File: src/rtl/core/tfrb_pkg.sv
// shared types, codes and widths for the timestamped frame ring buffer
// no dependencies

package tfrb_pkg;

    localparam int CAP_LOG2_DEF   = 10;
    localparam int FRAME_BITS_DEF = 32;

    localparam int TIME_W   = 64;
    localparam int NFR_W    = 11;
    localparam int BEAT_W   = 10;
    localparam int FIN_W    = 32;
    localparam int FOUT_W   = 32;
    localparam int REQ_W    = 2;
    localparam int STATUS_W = 2;

    localparam logic [REQ_W-1:0] REQ_STORE = 2'd0;
    localparam logic [REQ_W-1:0] REQ_FETCH = 2'd1;
    localparam logic [REQ_W-1:0] REQ_CLEAR = 2'd2;

    localparam logic [STATUS_W-1:0] ST_OK       = 2'd0;
    localparam logic [STATUS_W-1:0] ST_TOO_LONG = 2'd1;
    localparam logic [STATUS_W-1:0] ST_EARLY    = 2'd2;
    localparam logic [STATUS_W-1:0] ST_LATE     = 2'd3;

    typedef logic [TIME_W-1:0] t_time;

    typedef struct packed {
        logic too_long;
        logic clr;
        logic adv;
        logic gap_f;
        logic early;
    } t_dec;

    function automatic logic lt_s(input t_time a, input t_time b);
        lt_s = $signed(a) < $signed(b);
    endfunction

endpackage

File: src/rtl/core/tfrb_dec.sv
// window decision logic: compares a request block against the current window
// depends on tfrb_pkg

module tfrb_dec #(
    parameter int CAP_LOG2 = tfrb_pkg::CAP_LOG2_DEF
) (
    input  tfrb_pkg::t_time          i_bstart,
    input  logic [tfrb_pkg::NFR_W-1:0] i_nfr,
    input  tfrb_pkg::t_time          i_ws,
    input  tfrb_pkg::t_time          i_we,
    output tfrb_pkg::t_dec           o_dec,
    output tfrb_pkg::t_time          o_bend,
    output logic [CAP_LOG2:0]        o_gap
);

    localparam logic [63:0]       CAP64   = 64'(1) << CAP_LOG2;
    localparam logic [CAP_LOG2:0] CAP_VAL = (CAP_LOG2 + 1)'(1) << CAP_LOG2;

    tfrb_pkg::t_time bend;
    tfrb_pkg::t_time diff;

    assign bend = i_bstart + 64'(i_nfr);
    assign diff = i_bstart - i_we;

    always_comb begin
        o_dec.too_long = 64'(i_nfr) > CAP64;
        o_dec.clr      = !tfrb_pkg::lt_s(i_bstart, i_we + CAP64);
        o_dec.adv      = tfrb_pkg::lt_s(i_we, bend);
        o_dec.gap_f    = tfrb_pkg::lt_s(i_we, i_bstart);
        o_dec.early    = tfrb_pkg::lt_s(i_bstart, i_ws);
    end

    assign o_bend = bend;
    assign o_gap  = (diff > CAP64) ? CAP_VAL : diff[CAP_LOG2:0];

endmodule

File: config.mk
export PLATFORM = sky130hd
export DESIGN_NAME = tfrb_dec
export DESIGN_NICKNAME = d
export VERILOG_FILES = /design/src/rtl/core/tfrb_pkg.sv /design/src/rtl/core/tfrb_dec.sv
export SDC_FILE = /design/constraint.sdc
export NUM_CORES = 1
export LEC_CHECK = 0
export BUFFER_PORTS_ARGS = -buffer_cell sky130_fd_sc_hd__clkbuf_2
export CORE_MARGIN = 4
export CORE_UTILIZATION = 56
export DETAILED_ROUTE_END_ITERATION = 8
export GPL_TIMING_DRIVEN = 1
export MAX_ROUTING_LAYER = met4
export PLACE_DENSITY = 0.83
export RECOVER_POWER = 50
export SYNTH_ARGS = -nofsm -noshare
export SYNTH_HDL_FRONTEND = slang
export SYNTH_SLANG_ARGS = --single-unit
File: constraint.sdc
create_clock -name vclk -period 22.2
set_input_delay 4.44 -clock vclk [all_inputs]
set_output_delay 4.44 -clock vclk [all_outputs]
set_load 0.02 [all_outputs]
==> results of run 1 <==
worst paths after layout:
| path | from | end | slack [ns] | cells past startpoint |
|---|---|---|---|---|
| setup / recovery | i_bstart[0] | o_dec[2] | 6.99 | 27 |
| hold / removal | i_nfr[10] | o_dec[4] | 9.26 | 4 |
cell families after synthesis:
logic type | count (synthesis) | synth area share, %
mux | 5 | 0.394
buf+inv | 304 | 8.73
xor+xnor | 190 | 12.2
simple gates | 627 | 23.5
fa+ha+maj | 321 | 29.5
compound gates | 535 | 25.7
critical path, stage by stage:
cell       delay [ns]
clkbuf_2         0.12
ha_1             0.18
inv_1            0.06
fa_1             0.40
nor2b_1          0.13
o21ai_0          0.11
a21boi_0         0.26
o21a_1           0.17
o21a_1           0.15
o2111ai_1        0.14
a31oi_1          0.18
clkbuf_1         0.54
o21ai_0          0.52
or4_1            0.69
xnor2_1          0.16
ha_1             0.18
a21o_1           0.15
a21o_1           0.17
a21o_1           0.18
a21o_1           0.18
a21o_1           0.18
a21oi_1          0.39
o221ai_1         0.22
a211oi_1         0.34
and3b_1          0.20
o2bb2ai_1        0.12
clkbuf_2         0.19
Yosys cell counts (all sizes together) (3+ instances only):
cell type	count	area, µm²
nor2	134	503
o41ai	3	26.3
nand4	83	519
nand3	51	255
o2111ai	9	85.1
clkbuf	39	149
a21o	105	788
a31oi	19	125
a21oi	165	860
and2	5	31.3
inv	242	908
xor2	17	149
xnor2	173	1520
a211o	6	52.6
nor4	41	278
nand2b	23	144
ha	319	3990
o311ai	6	70.1
a221oi	5	50.0
nand2	148	561
a2111oi	7	73.8
and3	19	119
and4	10	87.6
a21boi	3	22.5
o22ai	5	31.3
nor3	52	260
nor2b	27	169
nor4b	6	83.8
a211oi	17	143
o221ai	6	52.6
or3	12	75.1
buf	23	135
o31ai	9	81.3
o21a	17	128
mux2	3	33.8
or2	6	37.5
o21bai	12	90.1
or4	4	30.0
o21ai	110	554
o211ai	7	52.6
where the power goes:
part	switching [mW]	internal, mW	total [mW]
clock network	0	0	0
registers	0	0	0
logic	0.245	0.138	0.383
total	0.245	0.138	0.383
layout make-up:
type / count / share of cell area (%)
Inverter: 242 / 5.98
Multi-Input combinational cell: 1678 / 82.2
Tap cell: 319 / 2.63
Timing Repair Buffer: 288 / 9.22
layer usage:
| layer | share of wire, % | vias up |
|---|---|---|
| met5 | 0 | - |
| met4 | 4.3 | 0 |
| met3 | 11 | 142 |
| met2 | 43 | 957 |
| met1 | 42 | 7497 |
| li1 | - | 7574 |
==> flow_summary.json, run 1 <==
{
  "period_share_pct": 68.5,
  "yosys.cell_types.count": 80,
  "status": "finished clean",
  "grt_use_total_pct": 39.4,
  "post_cts_buffers": 0,
  "synth.avg_cell_area_um2": 6.89,
  "layout_common_cells": "ha_1 (319), clkbuf_2 (245), inv_1 (242)",
  "ioPinCount": 283,
  "first_iter_violations": 1977,
  "cts_resized": 0,
  "ir_drop_v": 0.0000124,
  "ys.warnings.count": 0,
  "nClkBuffers": 0,
  "finalMaxSlewViolations": 0,
  "cts_hold_buf": 0,
  "total_power_mw": 0.383,
  "seq_cell_count": 0,
  "routed_via_density": 6.40,
  "grt_use_met1_pct": 52.8,
  "grt_overflow": 0,
  "groute.layer.met2.usage_pct": 61.2,
  "rows": 56,
  "path_max_fanout": 5,
  "vias": 16200,
  "worst_ep_required_time_ns": 17.76,
  "nets": 2734,
  "diodes": 0,
  "power-per-cell-area_mw_per_mm2": 25.2,
  "pre_cts_slack_ns": 7.64,
  "worst_setup_path_start_kind": "input pin",
  "grt_antenna_before_repair": 0,
  "syn-instance-count": 1982,
  "top_usage_layer": "met2",
  "antenna_left": 0,
  "final_common_cell": "ha_1",
  "fillers": 2215,
  "dp_cells": 2527,
  "grt_max_degree": 21,
  "port_buffers": 283,
  "leakage_nw": 7.71,
  "grt_pass1_wl_um": 82600,
  "seqCellArea_um2": 0,
  "setup_viol": 0,
  "final_cells": 2527,
  "worstHoldPathType": "in -> out",
  "fmax_mhz": 65.8,
  "setup_ws_ns": 6.99,
  "die_area_mm2": 0.0270,
  "dpl.hpwl_um": 47600,
  "cap_violations": 0,
  "tightest_slew_ns": 1.16,
  "wl_um": 54700,
  "grt_util_met3_pct": 5.22,
  "grt_pass1_vias": 15300,
  "rsz0062_at_grt": "no",
  "fin_util_pct": 63.9,
  "multi_input_area_mm2": 0.0125,
  "first_pass_iters": 6,
  "syn_nets": 2506,
  "hold_ws_ns": 9.26,
  "wl_per_cell_um": 21.6,
  "seq_area_frac_synth_pct": 0,
  "maxSlewHeadroom_pct": 22.8,
  "layout-drive-gt1-share_pct": 13.1,
  "path_class": "in -> out",
  "placed_area_mm2": 0.0152,
  "synth.cell_area_mm2": 0.0137,
  "layout_min_cycle_time_ns": 15.21,
  "area_delta_synth_final_pct": 11.1,
  "die_w_um": 164,
  "fin_area_mm2": 0.0152,
  "cp.arrival_ns": 10.77,
  "gp_congestion": 1.05,
  "start_util_pct": 57.5,
  "drc": 0,
  "end_kind": "output port",
  "core_mm2": 0.0238,
  "die_y_um": 164,
  "finalHoldViolCount": 0,
  "tns_ns": 0
}
(Power assumes the default switching activity.)
==> run 2: changes to the inputs <==
--- a/config.mk
+++ b/config.mk
@@ -7,7 +7,7 @@
 export LEC_CHECK = 0
 export BUFFER_PORTS_ARGS = -buffer_cell sky130_fd_sc_hd__clkbuf_2
 export CORE_MARGIN = 4
-export CORE_UTILIZATION = 56
+export CORE_UTILIZATION = 53
 export DETAILED_ROUTE_END_ITERATION = 8
 export GPL_TIMING_DRIVEN = 1
 export MAX_ROUTING_LAYER = met4
==> constraint.sdc (replaced) <==
create_clock -name vclk -period 12.2
set_input_delay 2.44 -clock vclk [all_inputs]
set_output_delay 2.44 -clock vclk [all_outputs]
set_load 0.02 [all_outputs]
==> flow_summary.json, run 2 (synthesis gave the netlist of run 1 again) <==
{
  "die_w_um": 169,
  "gp_congestion": 1.11,
  "antenna_left": 0,
  "cap_violations": 0,
  "groute.layer.met2.usage_pct": 60.4,
  "tightest_slew_ns": 1.20,
  "tns_ns": 0,
  "grt_use_total_pct": 36.5,
  "rsz0062_at_grt": "no",
  "placed_area_mm2": 0.0152,
  "grt_util_met3_pct": 4.32,
  "final_common_cell": "ha_1",
  "layout_min_cycle_time_ns": 11.07,
  "setup_ws_ns": 1.13,
  "finalHoldViolCount": 0,
  "maxSlewHeadroom_pct": 18.9,
  "seq_cell_count": 0,
  "grt_pass1_wl_um": 83100,
  "pre_cts_slack_ns": 1.61,
  "area_delta_synth_final_pct": 11.1,
  "final_cells": 2538,
  "start_util_pct": 54.1,
  "core_mm2": 0.0253,
  "wl_um": 53400,
  "end_kind": "output port",
  "wl_per_cell_um": 21.0,
  "die_area_mm2": 0.0284,
  "port_buffers": 283,
  "grt_pass1_vias": 15600,
  "rows": 58,
  "layout-drive-gt1-share_pct": 13.1,
  "path_max_fanout": 10,
  "grt_use_met1_pct": 46.5,
  "drc": 0,
  "ioPinCount": 283,
  "setup_viol": 0,
  "vias": 16000,
  "dpl.hpwl_um": 47000,
  "dp_cells": 2537,
  "worst_setup_path_start_kind": "input pin",
  "worst_ep_required_time_ns": 9.76,
  "grt_overflow": 0,
  "finalMaxSlewViolations": 0,
  "seqCellArea_um2": 0,
  "die_y_um": 169,
  "nClkBuffers": 0,
  "path_class": "in -> out",
  "first_pass_iters": 6,
  "routed_via_density": 6.30,
  "period_share_pct": 90.8,
  "cts_hold_buf": 0,
  "cp.arrival_ns": 8.63,
  "layout_common_cells": "ha_1 (319), clkbuf_2 (246), inv_1 (242)",
  "post_cts_buffers": 0,
  "top_usage_layer": "met2",
  "worstHoldPathType": "in -> out",
  "fmax_mhz": 90.3,
  "nets": 2733,
  "hold_depth": 4,
  "first_iter_violations": 1643,
  "grt_max_degree": 21,
  "status": "finished clean",
  "fin_area_mm2": 0.0152,
  "grt_antenna_before_repair": 2,
  "cts_resized": 0
}
[run 2: cell count changes in the layout (fill, tap and decap cells not counted), sizes merged]
cell	before	now
buf	3	2
diode	0	1
[run 2: layout make-up]
class | count | area (µm²)
inverter | 242 | 908
tap | 330 | 413
antenna | 1 | 2.50
timing repair buffer | 287 | 1390
fill | 2370 | 10100
multi-input combinational | 1678 | 12500
[run 2: final timing paths]
path         from        to  slack (ns)
min     i_nfr[10]  o_dec[4]        5.24
max   i_bstart[1]  o_dec[2]        1.13
[run 2: per-stage QoR]
| stage | hold slack, ns | util [%] |
|---|---|---|
| 4_1_cts | 5.23 | 60.3 |
| 3_3_place_gp | 5.24 | 60.3 |
| 6_report | 5.24 | 60.1 |
| 3_5_place_dp | 5.22 | 60.3 |
| 2_1_floorplan | 5.00 | - |
| 5_1_grt | 5.26 | 60.1 |
[run 2: per-layer routing]
metal | up-vias | wire length (µm)
met1 | 7446 | 22000
met4 | 0 | 2050
li1 | 7566 | -
met3 | 127 | 4830
met5 | - | 0
met2 | 860 | 24500
[run 2: critical path, cell delays in order]
cell,delay (ns)
clkbuf_2,0.12
ha_1,0.29
a21o_1,0.12
a21oi_1,0.09
o21ai_0,0.17
a21oi_1,0.13
o21bai_1,0.24
nand4_1,0.16
a31oi_1,0.15
clkbuf_1,0.65
nand3_1,0.50
nor4_1,0.57
xnor2_1,0.15
ha_1,0.34
a21o_1,0.21
a21o_1,0.18
a21o_1,0.18
a21o_1,0.18
a21o_1,0.17
a21oi_1,0.42
o221ai_1,0.29
a211oi_1,0.35
and3b_1,0.20
o2bb2ai_1,0.14
clkbuf_2,0.21
==> run 3: changes to the inputs <==
--- a/config.mk
+++ b/config.mk
@@ -6,6 +6,7 @@
 export NUM_CORES = 1
 export LEC_CHECK = 0
 export BUFFER_PORTS_ARGS = -buffer_cell sky130_fd_sc_hd__clkbuf_2
+export CORE_ASPECT_RATIO = 2
 export CORE_MARGIN = 4
 export CORE_UTILIZATION = 53
 export DETAILED_ROUTE_END_ITERATION = 8
==> flow_summary.json, run 3 (synthesis gave the netlist of run 1 again) <==
{
  "cp.arrival_ns": 9.08,
  "rsz0062_at_grt": "no",
  "routed_via_density": 6.43,
  "ioPinCount": 283,
  "seqCellArea_um2": 0,
  "nets": 2736,
  "hold_ws_ns": 5.27,
  "grt_use_met1_pct": 34.1,
  "path_class": "in -> out",
  "finalMaxSlewViolations": 0,
  "path_max_fanout": 9,
  "first_iter_violations": 956,
  "worst_ep_required_time_ns": 9.76,
  "grt_use_total_pct": 42.3,
  "first_pass_iters": 6,
  "vias": 16400,
  "status": "finished clean",
  "nClkBuffers": 0,
  "worstHoldPathType": "in -> out",
  "core_mm2": 0.0252,
  "grt_pass1_wl_um": 91700,
  "port_buffers": 283,
  "die_y_um": 235,
  "cp-endpoint": "o_dec[2]",
  "period_share_pct": 94.4,
  "grt_util_met3_pct": 7.08,
  "cts_resized": 0,
  "die_w_um": 122,
  "maxSlewHeadroom_pct": 7.12,
  "dpl.hpwl_um": 52900,
  "rows": 82,
  "tightest_slew_ns": 1.38,
  "grt_overflow": 0,
  "crit_path_start": "i_bstart[1]",
  "grt_pass1_vias": 17000,
  "seq_cell_count": 0,
  "end_kind": "output port",
  "layout_common_cells": "ha_1 (319), clkbuf_2 (247), inv_1 (242)",
  "area_delta_synth_final_pct": 11.4,
  "post_cts_buffers": 0,
  "start_util_pct": 54.1,
  "drc": 0,
  "layout_min_cycle_time_ns": 11.52,
  "wl_per_cell_um": 24.0,
  "grt_max_degree": 21,
  "wl_um": 61300,
  "gp_congestion": 1.08,
  "cap_violations": 0,
  "finalHoldViolCount": 0,
  "antenna_left": 0,
  "final_common_cell": "ha_1",
  "setup_viol": 0,
  "worst_setup_path_start_kind": "input pin",
  "fmax_mhz": 86.8,
  "die_area_mm2": 0.0286,
  "groute.layer.met2.usage_pct": 75.3,
  "layout-drive-gt1-share_pct": 13.2,
  "tns_ns": 0,
  "top_usage_layer": "met2",
  "cts_hold_buf": 0,
  "grt_antenna_before_repair": 4
}
-- run 3: cell count changes in the layout (fill, tap and decap cells not counted) --
cell	previous run	this run
diode_2	1	4
clkbuf_1	39	40
and2_0	1	0
and2_1	4	5
buf_2	1	0
clkbuf_2	246	247
nor4_2	1	2
buf_4	1	3
nor4_1	39	38
-- run 3: layout make-up --
type / count / area, µm²
antenna: 4 / 10.0
fill: 2506 / 10000
inverter: 242 / 908
multi-input combinational: 1678 / 12500
tap: 336 / 420
timing repair buffer: 290 / 1410
-- run 3: worst min path at each step --
stage	startpoint	end	slack, ns	depth (start not counted)
3_5_place_dp	i_nfr[10]	o_dec[4]	5.25	4
6_report	i_nfr[10]	o_dec[4]	5.27	4
4_1_cts	i_nfr[10]	o_dec[4]	5.26	4
3_3_place_gp	i_nfr[10]	o_dec[4]	5.25	4
5_1_grt	i_nfr[10]	o_dec[4]	5.31	4
2_1_floorplan	i_nfr[10]	o_dec[4]	5.00	2
-- run 3: metal layers --
layer / vias up / routed length, µm
met3: 435 / 3570
met5: - / 0
li1: 7580 / -
met1: 7548 / 18000
met2: 839 / 30800
met4: 0 / 8950
-- run 3: worst max-delay path, cell delays in order --
cell and delay (ns):
clkbuf_2 0.12, ha_1 0.30, a21o_1 0.11, a21oi_1 0.09
o21ai_0 0.18, a21oi_1 0.12, o21bai_1 0.25, nand4_1 0.18
a31oi_1 0.42, clkbuf_1 0.59, nand3_1 0.56, or3_1 0.52
xnor2_1 0.19, inv_1 0.06, ha_1 0.29, nand4_1 0.45
nor2_1 0.12, a221oi_1 0.83, o221ai_1 0.33, a211oi_1 0.36
and3b_1 0.21, o2bb2ai_1 0.14, clkbuf_2 0.21
-- run 3: per-stage QoR --
step	utilization (%)	area, µm²	std cells	setup WS (ns)
2_1_floorplan	-	13700	1982	2.82
3_3_place_gp	60.5	15300	2546	1.66
3_5_place_dp	60.5	15300	2546	1.57
4_1_cts	60.5	15300	2546	1.57
5_1_grt	60.3	15200	2550	0.556
6_report	60.3	15200	2550	0.680
